==> src/sv/ple_pkg.sv <==
`timescale 1ns / 1ps

package ple_pkg;

  // Request kinds as they arrive in the kind field.
  typedef enum logic [3:0] {
    KIND_PUSH_FRONT   = 4'd0,
    KIND_INSERT       = 4'd1,
    KIND_APPEND       = 4'd2,
    KIND_DELETE_AT    = 4'd3,
    KIND_POP_BACK     = 4'd4,
    KIND_DELETE_VALUE = 4'd5,
    KIND_OVERWRITE    = 4'd6,
    KIND_READ         = 4'd7,
    KIND_REVERSE      = 4'd8,
    KIND_COUNT        = 4'd9
  } ple_kind_e;

  // Result status codes.
  typedef enum logic [2:0] {
    STAT_OK        = 3'd0,
    STAT_BAD_POS   = 3'd1,
    STAT_EMPTY     = 3'd2,
    STAT_FULL      = 3'd3,
    STAT_NOT_FOUND = 3'd4
  } ple_status_e;

  // Sequencer states.
  typedef enum logic [3:0] {
    ST_IDLE,
    ST_UP,
    ST_UP_FLUSH,
    ST_PUT,
    ST_DN,
    ST_DN_FLUSH,
    ST_SCAN,
    ST_SCAN_CMP,
    ST_RD,
    ST_RD_WAIT,
    ST_REV_RI,
    ST_REV_RJ,
    ST_REV_WI,
    ST_REV_WJ,
    ST_DONE
  } ple_state_e;

  // Request beat.
  typedef struct packed {
    logic [3:0]         kind;
    logic [5:0]         position;
    logic signed [31:0] value;
  } ple_req_t;

  // Result beat.
  typedef struct packed {
    logic [2:0]         status;
    logic signed [31:0] read_value;
    logic [6:0]         length_after;
  } ple_rsp_t;

endpackage

==> src/sv/ple_ram.sv <==
`timescale 1ns / 1ps

module ple_ram
  import ple_pkg::*;
#(
  parameter int DEPTH = 64
) (
  input  logic                     clk_i,
  input  logic                     rd_en_i,
  input  logic [$clog2(DEPTH)-1:0] rd_addr_i,
  output logic signed [31:0]       rd_data_o,
  input  logic                     wr_en_i,
  input  logic [$clog2(DEPTH)-1:0] wr_addr_i,
  input  logic signed [31:0]       wr_data_i
);

  logic signed [31:0] mem_q [DEPTH];
  logic signed [31:0] rd_data_q;

  // Write port.
  always_ff @(posedge clk_i) begin
    if (wr_en_i) begin
      mem_q[wr_addr_i] <= wr_data_i;
    end
  end

  // Registered read port; the data holds until the next read.
  always_ff @(posedge clk_i) begin
    if (rd_en_i) begin
      rd_data_q <= mem_q[rd_addr_i];
    end
  end

  assign rd_data_o = rd_data_q;

endmodule

==> src/sv/ple_seq.sv <==
`timescale 1ns / 1ps

module ple_seq
  import ple_pkg::*;
#(
  parameter int DEPTH = 64
) (
  input  logic                     clk_i,
  input  logic                     rst_ni,
  input  logic                     req_valid_i,
  input  ple_req_t                 req_i,
  output logic                     busy_o,
  output logic                     done_valid_o,
  input  logic                     done_take_i,
  output ple_rsp_t                 rsp_o,
  output logic                     rd_en_o,
  output logic [$clog2(DEPTH)-1:0] rd_addr_o,
  input  logic signed [31:0]       rd_data_i,
  output logic                     wr_en_o,
  output logic [$clog2(DEPTH)-1:0] wr_addr_o,
  output logic signed [31:0]       wr_data_o
);

  localparam int ADDR_W = $clog2(DEPTH);
  localparam int LEN_W  = $clog2(DEPTH + 1);
  localparam int CMP_W  = (LEN_W > 6) ? LEN_W : 7;

  ple_state_e         state_q, state_d;
  logic [LEN_W-1:0]   len_q, len_d;
  logic [ADDR_W-1:0]  idx_q, idx_d;
  logic [ADDR_W-1:0]  jdx_q, jdx_d;
  logic [ADDR_W-1:0]  at_q, at_d;
  logic signed [31:0] val_q, val_d;
  logic signed [31:0] tmp_q, tmp_d;
  logic               pend_q, pend_d;
  logic [ADDR_W-1:0]  pend_addr_q, pend_addr_d;
  logic [2:0]         status_q, status_d;
  logic signed [31:0] rd_q, rd_d;

  logic               full;
  logic               empty;
  logic               pos_ok;
  logic [LEN_W-1:0]   len_m1;
  logic [ADDR_W-1:0]  last_a;
  logic [ADDR_W-1:0]  pos_a;
  logic               rev_more;

  // Request checks against the current length.
  assign full     = (len_q == LEN_W'(DEPTH));
  assign empty    = (len_q == '0);
  assign pos_ok   = (CMP_W'(req_i.position) < CMP_W'(len_q));
  assign len_m1   = len_q - LEN_W'(1);
  assign last_a   = len_m1[ADDR_W-1:0];
  assign pos_a    = ADDR_W'(req_i.position);
  assign rev_more = ((ADDR_W + 1)'(idx_q) + (ADDR_W + 1)'(2)) < (ADDR_W + 1)'(jdx_q);

  // Control registers.
  always_ff @(posedge clk_i or negedge rst_ni) begin
    if (!rst_ni) begin
      state_q <= ST_IDLE;
      len_q   <= '0;
      pend_q  <= 1'b0;
    end else begin
      state_q <= state_d;
      len_q   <= len_d;
      pend_q  <= pend_d;
    end
  end

  // Working registers.
  always_ff @(posedge clk_i) begin
    idx_q       <= idx_d;
    jdx_q       <= jdx_d;
    at_q        <= at_d;
    val_q       <= val_d;
    tmp_q       <= tmp_d;
    pend_addr_q <= pend_addr_d;
    status_q    <= status_d;
    rd_q        <= rd_d;
  end

  // Sequencer: shifts move one entry a cycle through the read-modify-write
  // pipe, with the write of an entry following in the cycle after its read.
  always_comb begin
    state_d     = state_q;
    len_d       = len_q;
    idx_d       = idx_q;
    jdx_d       = jdx_q;
    at_d        = at_q;
    val_d       = val_q;
    tmp_d       = tmp_q;
    pend_d      = 1'b0;
    pend_addr_d = pend_addr_q;
    status_d    = status_q;
    rd_d        = rd_q;
    rd_en_o     = 1'b0;
    rd_addr_o   = idx_q;
    wr_en_o     = pend_q;
    wr_addr_o   = pend_addr_q;
    wr_data_o   = rd_data_i;

    unique case (state_q)
      ST_IDLE: begin
        if (req_valid_i) begin
          val_d    = req_i.value;
          status_d = STAT_OK;
          rd_d     = '0;
          state_d  = ST_DONE;
          case (req_i.kind)
            KIND_PUSH_FRONT: begin
              if (full) begin
                status_d = STAT_FULL;
              end else begin
                at_d = '0;
                if (empty) begin
                  state_d = ST_PUT;
                end else begin
                  idx_d   = last_a;
                  state_d = ST_UP;
                end
              end
            end
            KIND_INSERT: begin
              priority if (full) begin
                status_d = STAT_FULL;
              end else if (empty) begin
                status_d = STAT_EMPTY;
              end else if (!pos_ok) begin
                status_d = STAT_BAD_POS;
              end else begin
                at_d    = pos_a;
                idx_d   = last_a;
                state_d = ST_UP;
              end
            end
            KIND_APPEND: begin
              if (full) begin
                status_d = STAT_FULL;
              end else begin
                wr_en_o   = 1'b1;
                wr_addr_o = len_q[ADDR_W-1:0];
                wr_data_o = req_i.value;
                len_d     = len_q + LEN_W'(1);
              end
            end
            KIND_DELETE_AT: begin
              priority if (empty) begin
                status_d = STAT_EMPTY;
              end else if (!pos_ok) begin
                status_d = STAT_BAD_POS;
              end else if (pos_a == last_a) begin
                len_d = len_m1;
              end else begin
                idx_d   = pos_a + ADDR_W'(1);
                state_d = ST_DN;
              end
            end
            KIND_POP_BACK: begin
              if (empty) begin
                status_d = STAT_EMPTY;
              end else begin
                len_d = len_m1;
              end
            end
            KIND_DELETE_VALUE: begin
              if (empty) begin
                status_d = STAT_EMPTY;
              end else begin
                idx_d   = '0;
                state_d = ST_SCAN;
              end
            end
            KIND_OVERWRITE: begin
              priority if (empty) begin
                status_d = STAT_EMPTY;
              end else if (!pos_ok) begin
                status_d = STAT_BAD_POS;
              end else begin
                wr_en_o   = 1'b1;
                wr_addr_o = pos_a;
                wr_data_o = req_i.value;
              end
            end
            KIND_READ: begin
              priority if (empty) begin
                status_d = STAT_EMPTY;
              end else if (!pos_ok) begin
                status_d = STAT_BAD_POS;
              end else begin
                idx_d   = pos_a;
                state_d = ST_RD;
              end
            end
            KIND_REVERSE: begin
              if (len_q > LEN_W'(1)) begin
                idx_d   = '0;
                jdx_d   = last_a;
                state_d = ST_REV_RI;
              end
            end
            default: begin
              // Count and unused kinds change nothing.
            end
          endcase
        end
      end

      // Move entries up by one, from the tail down to the insert point.
      ST_UP: begin
        rd_en_o     = 1'b1;
        pend_d      = 1'b1;
        pend_addr_d = idx_q + ADDR_W'(1);
        if (idx_q == at_q) begin
          state_d = ST_UP_FLUSH;
        end else begin
          idx_d = idx_q - ADDR_W'(1);
        end
      end

      ST_UP_FLUSH: begin
        state_d = ST_PUT;
      end

      ST_PUT: begin
        wr_en_o   = 1'b1;
        wr_addr_o = at_q;
        wr_data_o = val_q;
        len_d     = len_q + LEN_W'(1);
        state_d   = ST_DONE;
      end

      // Move entries down by one, from just past the gap to the tail.
      ST_DN: begin
        rd_en_o     = 1'b1;
        pend_d      = 1'b1;
        pend_addr_d = idx_q - ADDR_W'(1);
        if (idx_q == last_a) begin
          state_d = ST_DN_FLUSH;
        end else begin
          idx_d = idx_q + ADDR_W'(1);
        end
      end

      ST_DN_FLUSH: begin
        len_d   = len_m1;
        state_d = ST_DONE;
      end

      // First-match search: read one entry, then compare it.
      ST_SCAN: begin
        rd_en_o = 1'b1;
        state_d = ST_SCAN_CMP;
      end

      ST_SCAN_CMP: begin
        priority if (rd_data_i == val_q) begin
          if (idx_q == last_a) begin
            len_d   = len_m1;
            state_d = ST_DONE;
          end else begin
            idx_d   = idx_q + ADDR_W'(1);
            state_d = ST_DN;
          end
        end else if (idx_q == last_a) begin
          status_d = STAT_NOT_FOUND;
          state_d  = ST_DONE;
        end else begin
          idx_d   = idx_q + ADDR_W'(1);
          state_d = ST_SCAN;
        end
      end

      ST_RD: begin
        rd_en_o = 1'b1;
        state_d = ST_RD_WAIT;
      end

      ST_RD_WAIT: begin
        rd_d    = rd_data_i;
        state_d = ST_DONE;
      end

      // Reverse: swap the outer pair, then step both ends inward.
      ST_REV_RI: begin
        rd_en_o = 1'b1;
        state_d = ST_REV_RJ;
      end

      ST_REV_RJ: begin
        rd_en_o   = 1'b1;
        rd_addr_o = jdx_q;
        tmp_d     = rd_data_i;
        state_d   = ST_REV_WI;
      end

      ST_REV_WI: begin
        wr_en_o   = 1'b1;
        wr_addr_o = idx_q;
        wr_data_o = rd_data_i;
        state_d   = ST_REV_WJ;
      end

      ST_REV_WJ: begin
        wr_en_o   = 1'b1;
        wr_addr_o = jdx_q;
        wr_data_o = tmp_q;
        if (rev_more) begin
          idx_d   = idx_q + ADDR_W'(1);
          jdx_d   = jdx_q - ADDR_W'(1);
          state_d = ST_REV_RI;
        end else begin
          state_d = ST_DONE;
        end
      end

      ST_DONE: begin
        if (done_take_i) begin
          state_d = ST_IDLE;
        end
      end

      default: begin
        state_d = ST_IDLE;
      end
    endcase
  end

  assign busy_o            = (state_q != ST_IDLE);
  assign done_valid_o      = (state_q == ST_DONE);
  assign rsp_o.status       = status_q;
  assign rsp_o.read_value   = rd_q;
  assign rsp_o.length_after = 7'(len_q);

endmodule

==> src/sv/positional_list_engine.sv <==
`timescale 1ns / 1ps

// Ordered list of up to DEPTH signed 32-bit entries kept in one synchronous
// RAM with one read and one write port; one request at a time, one result
// beat per request. Append, pop back, overwrite, count and any refused
// request touch no more than one entry; push front and insert shift the
// entries from the tail down to the position, delete at a position shifts
// the entries after it, a value delete searches from the front and then
// shifts, and reverse swaps pairs from both ends inward. The single RAM
// read port sets the pace: shifts move one entry per cycle, the search
// reads and then compares one entry at a time and a reverse swap costs two
// reads and two writes. A request is taken as soon as the previous one has
// handed its result to the output register, even while that result is still
// stalled; the last step waits for as long as the output stays full and
// stalled. Entries are not cleared after reset, so the block is ready at once.
module positional_list_engine
  import ple_pkg::*;
#(
  parameter int DEPTH = 64
) (
  input  logic     clk_i,
  input  logic     rst_ni,
  input  logic     in_valid_i,
  output logic     in_stall_o,
  input  ple_req_t in_data_i,
  output logic     out_valid_o,
  input  logic     out_stall_i,
  output ple_rsp_t out_data_o
);

  localparam int ADDR_W = $clog2(DEPTH);

  logic               busy;
  logic               done_valid;
  logic               done_take;
  ple_rsp_t           rsp;
  logic               rd_en;
  logic [ADDR_W-1:0]  rd_addr;
  logic signed [31:0] rd_data;
  logic               wr_en;
  logic [ADDR_W-1:0]  wr_addr;
  logic signed [31:0] wr_data;
  logic               out_valid_q, out_valid_d;
  ple_rsp_t           out_data_q;

  ple_seq #(
    .DEPTH (DEPTH)
  ) u_seq (
    .clk_i        (clk_i),
    .rst_ni       (rst_ni),
    .req_valid_i  (in_valid_i),
    .req_i        (in_data_i),
    .busy_o       (busy),
    .done_valid_o (done_valid),
    .done_take_i  (done_take),
    .rsp_o        (rsp),
    .rd_en_o      (rd_en),
    .rd_addr_o    (rd_addr),
    .rd_data_i    (rd_data),
    .wr_en_o      (wr_en),
    .wr_addr_o    (wr_addr),
    .wr_data_o    (wr_data)
  );

  ple_ram #(
    .DEPTH (DEPTH)
  ) u_ram (
    .clk_i     (clk_i),
    .rd_en_i   (rd_en),
    .rd_addr_i (rd_addr),
    .rd_data_o (rd_data),
    .wr_en_i   (wr_en),
    .wr_addr_i (wr_addr),
    .wr_data_i (wr_data)
  );

  assign in_stall_o = busy;

  // Output register: loads a finished result when empty or being drained.
  assign done_take = done_valid && (!out_valid_q || !out_stall_i);

  always_comb begin
    out_valid_d = out_valid_q;
    priority if (done_take) begin
      out_valid_d = 1'b1;
    end else if (!out_stall_i) begin
      out_valid_d = 1'b0;
    end
  end

  always_ff @(posedge clk_i or negedge rst_ni) begin
    if (!rst_ni) begin
      out_valid_q <= 1'b0;
    end else begin
      out_valid_q <= out_valid_d;
    end
  end

  always_ff @(posedge clk_i) begin
    if (done_take) begin
      out_data_q <= rsp;
    end
  end

  assign out_valid_o = out_valid_q;
  assign out_data_o  = out_data_q;

  // An accepted request keeps the sequencer busy in the next cycle.
  a_busy_after_accept: assert property (
    @(posedge clk_i) disable iff (!rst_ni)
    (in_valid_i && !in_stall_o) |=> in_stall_o
  ) else $error("request accepted but sequencer not busy");

  // A finished result that cannot move yet stays put.
  a_done_holds: assert property (
    @(posedge clk_i) disable iff (!rst_ni)
    (done_valid && !done_take) |=> (done_valid && $stable(rsp))
  ) else $error("finished result lost or changed while waiting");

  // A handed-over result shows up on the output beat.
  a_take_loads: assert property (
    @(posedge clk_i) disable iff (!rst_ni)
    done_take |=> (out_valid_o && (out_data_o == $past(rsp)))
  ) else $error("result not loaded into output register");

  // The shift pipeline never reads the entry it is writing.
  a_no_rw_clash: assert property (
    @(posedge clk_i) disable iff (!rst_ni)
    (rd_en && wr_en) |-> (rd_addr != wr_addr)
  ) else $error("RAM read and write hit the same entry");

endmodule

==> config.mk <==
export PLATFORM = sky130hd
export DESIGN_NAME = positional_list_engine
export DESIGN_NICKNAME = d
export VERILOG_FILES = /design/src/sv/ple_pkg.sv /design/src/sv/ple_ram.sv /design/src/sv/ple_seq.sv /design/src/sv/positional_list_engine.sv
export SDC_FILE = /design/constraint.sdc
export NUM_CORES = 2
export LEC_CHECK = 0
export BUFFER_PORTS_ARGS = -buffer_cell sky130_fd_sc_hd__clkbuf_2
export CORE_UTILIZATION = 65
export CTS_CLUSTER_SIZE = 16
export DETAILED_ROUTE_END_ITERATION = 7
export PLACE_DENSITY = 0.81
export SLEW_MARGIN = 20
export SYNTH_ARGS = -nofsm -noshare
export SYNTH_HDL_FRONTEND = slang
export SYNTH_SLANG_ARGS = --single-unit
==> constraint.sdc <==
create_clock -name clk_i -period 18.65 [get_ports clk_i]
set_clock_uncertainty 0.15 [all_clocks]
set_input_delay 5.595 -clock clk_i [delete_from_list [all_inputs] [get_ports clk_i]]
set_output_delay 5.595 -clock clk_i [all_outputs]
set_load 0.1 [all_outputs]
==> impl_metrics.csv <==
group,metric,value,unit
critical_path,worst_r2r_path_depth,12,
synth,yosys_register_bits,2258,
synth,synth_compound_area_share,8.00,%
routing,vias,57151,
synth,syn-cell-area,0.0895,mm^2
synth,syn_inst,5882,
sta,fin_crit_sh,53.1,%
sta,finalHoldViolations,0,
pwr,leakage,33.3,nW
grt,grt_antenna_before_repair,14,
synth,postSynth.topFlopCell,"sky130_fd_sc_hd__edfxtp_1",
critical_path,regToRegEndpoint,"u_ram.rd_data_o[11]",
floorplanning,die_width,373,um
layout,finalInstanceArea,0.0996,mm^2
synth,netlist.area_leader.share,75.3,%
floorplanning,floorplan.io_pins,90,
hold_path,worstHoldPathType,"flip-flop to flip-flop",
sta,fmax,101,MHz
synth,synth_enable_flop_cells,2245,
cts,cts.sinks,2258,
synth,synthXorXnorAreaFrac,0.815,%
critical_path,worst_path_max_delay_cell,"sky130_fd_sc_hd__nor2_4",
layout,utilization,73.3,%
synth,synth_cell_type_count,82,
synth,asyncSetResetFlopFracSynth,0.576,%
placement,detailed_place_hpwl,152000,um
layout,register_area,0.0677,mm^2
placement,gp_congestion,0.973,
grt,grt_start_max_net_pins,130,
cts,root_buffer,"sky130_fd_sc_hd__clkbuf_16",
cts,cts_made_buffers,207,
critical_path,cpPeakStageDelay,1160,ps
sta,max_slew_margin,10.1,%
floorplanning,start_util,65.8,%
placement,post-place-ws,8030,ps
cts,clkLatencyLatePin,890,ps
layout,num-nets-final,6028,
cts,hold_buf_count_cts,0,
synth,ys_warn_count,0,
grt,grt_first_pass_wirelength,377000,um
cts,clock_tree.buffer_depth,3,
floorplanning,fp.dieH,373,um
routing,avg_vias_per_cell,7.21,
synth,netlist.top_cell.by_area,"sky130_fd_sc_hd__edfxtp_1",
layout,drive_gt1_share,11.3,%
synth,synthTopCellsByArea,"sky130_fd_sc_hd__edfxtp_1 (75%), sky130_fd_sc_hd__mux2i_1 (5.3%), sky130_fd_sc_hd__nand2_1 (4.2%)",
routing,route.detailed.drc,0,
cts,clkTransAtPathRegs,60,ps
status,run_status,"finished, final reports clean",
synth,synthesis.area_per_instance,15.2,um^2
floorplanning,standard_cell_core_area,0.136,mm^2
sta,setup_viol_count_final,0,
routing,post_drt_wl_per_cell,33.8,um
layout,multi_input_area,0.0211,mm^2
sta,rsz0062_at_grt,"no",
synth,mux_share_of_post_synthesis_cell_area,5.79,%
hold_path,hold_path_end,"out_data_o[9]",
critical_path,worst-path-max-fanout,32,
hold_path,cells_on_worst_hold_path,0,
synth,yosys.cell_count.top_type,"sky130_fd_sc_hd__edfxtp_1",
critical_path,reg2reg_from,"u_seq.state_q[2]",
critical_path,critical_path.endpoint_type,"flip-flop",
placement,place_area,0.0926,mm^2
layout,synthesis_to_layout_area_growth,11.3,%
routing,drt_pass1_iterations,7,
synth,mappedNetlistNets,5949,
grt,vias_in_the_first_global_route,53929,
routing,totalWireLength,268000,um
sta,worst_slew_pin_slew,1340,ps
placement,port_buffers,89,
cts,htree_levels,4,
pwr,peakVddDrop,0.000212,V
synth,post_synth_and_or_nand_nor_area_fraction,7.52,%
critical_path,crit_required,18970,ps
floorplanning,num_rows,135,
routing,drt.antenna.violating_nets,0,
cts,postCtsSetupBuffers,0,
grt,grt-ovfl-total,0,
grt,grtUsageTotal,38.1,%
sta,report.final.slew_viol_count,0,
critical_path,start_kind,"primary input",
cts,tritoncts,"built",
critical_path,crit_type,"primary input to flip-flop",
sta,finalWorstSetupSlack,8750,ps
sta,tns,0,ps
floorplanning,die_area,0.139,mm^2
hold_path,hp-start,"u_seq.rd_q[2]",
synth,post_synth_most_frequent_cells,"sky130_fd_sc_hd__edfxtp_1 (2245), sky130_fd_sc_hd__nand2_1 (992), sky130_fd_sc_hd__mux2i_1 (476)",
critical_path,rrSetupSlack,10600,ps
synth,ys_seq_area_share,75.7,%
sta,final_period_minus_worst_setup_slack,9900,ps
routing,drt_iter0_drc,10436,
critical_path,worstPathCellList,"clkbuf_2 -> inv_1 -> ha_1 -> nand3b_1 -> a21o_1 -> a31o_2 -> o221ai_1 -> nand2_1 -> o211ai_1 -> nand3_1 -> nor2_4",
synth,yosys.area_share.adder,0.294,%
layout,nFillCells,7649,
pwr,power_density,192,mW/mm^2
flow_run,maxCapViolations,0,
critical_path,timing.critical_path.arrival,10220,ps
synth,dominant_combinational_cell_family_by_area_after_synthesis,"compound AO/OA/AOI/OAI gates",
cts,ctsResizeCount,0,
layout by cell type, fill, tap and decap left out, drive strengths merged, types with 21 or more instances in the layout:
cell    synthesis  layout
a221o          27      27
o311ai         25      25
and2           43      43
inv            25      29
ha             21      21
o22ai         187     187
a211oi         21      21
nor4           68      68
xnor2          63      63
a222oi         35      35
nor3           49      49
nand4          40      40
buf           209     142
a221oi         36      36
a21oi         384     384
a31oi          43      43
clkinv          0     105
nand2         992     992
nor2          115     115
nand3         169     169
a32oi          30      30
mux2i         478     478
o221ai         50      50
a22oi          32      32
o21ai         131     131
edfxtp       2245    2245
clkbuf        152     349
critical path, delay by kind of cell:
family | cells | cell delay (ps)
and+or+nand+nor | 4 | 2400
AOI/OAI and AO/OA | 4 | 1680
buffers and inverters | 2 | 280
adders and majority gates | 1 | 190
metal layers:
layer,global-route usage (%),vias up,part of all wire (%)
li1,-,22996,-
met3,13.3,955,16
met2,55.2,5344,44
met5,0.0349,-,0.050
met1,49.1,27838,33
met4,25.1,18,7.5
per-stage QoR:
| stage | hold WS [ps] | instances | total power [mW] |
|---|---|---|---|
| 6_report | 266 | 7925 | 19.1 |
| 4_1_cts | 268 | 7909 | 18.7 |
| 3_5_place_dp | 255 | 7521 | 14.5 |
| 2_1_floorplan | 250 | 5882 | 11.2 |
| 5_1_grt | 271 | 7921 | 19.4 |
| 3_3_place_gp | 251 | 7520 | 14.3 |
flip-flops by register name, indices dropped and copies added, names as in the netlist, 4 cells and up:
register,count
u_seq.idx_q,6
u_seq.len_q,7
u_ram.mem_q,2048
u_seq.val_q,32
u_seq.rd_q,32
u_ram.rd_data_o,32
u_seq.pend_addr_q,6
out_data_o,42
u_seq.at_q,6
u_seq.jdx_q,6
u_seq.tmp_q,32
u_seq.state_q,4
worst max path at each step:
stage / from / endpoint / slack, ps / depth (start not counted)
floorplan: in_data_i[34] / u_ram.mem_q[15][0] / 7460 / 10
global placement: in_data_i[32] / u_ram.mem_q[20][7] / 8140 / 11
detailed placement: in_data_i[32] / u_ram.mem_q[18][8] / 8030 / 11
CTS: in_data_i[32] / u_ram.mem_q[18][1] / 8920 / 11
global route: in_data_i[34] / u_ram.mem_q[20][2] / 8730 / 10
finish: in_data_i[32] / u_ram.mem_q[17][28] / 8750 / 11
cell families after synthesis:
kind of cell	count (synthesis)
compound gates	1099
xor+xnor	77
fa+ha+maj	21
buf+inv	386
flops	2258
mux	495
simple gates	1546
power breakdown:
| part | switching (mW) | leakage [nW] | internal, mW |
|---|---|---|---|
| Clock | 1.89 | 3.25 | 2.30 |
| Combinational | 5.89 | 9.61 | 1.67 |
| Sequential | 0.243 | 20.5 | 7.14 |
| Total | 8.02 | 33.3 | 11.1 |
cell type report:
class                           count  share of cell area [%]
Antenna cell                        4                  0.0100
Inverter                           25                  0.0942
Timing Repair Buffer              231                    1.84
Clock buffer                      260                    5.42
Multi-Input combinational cell   3238                    21.1
Tap cell                         1781                    2.24
Sequential cell                  2258                    68.0
Clock inverter                    128                    1.28
Power figures use the tool's default switching activity.
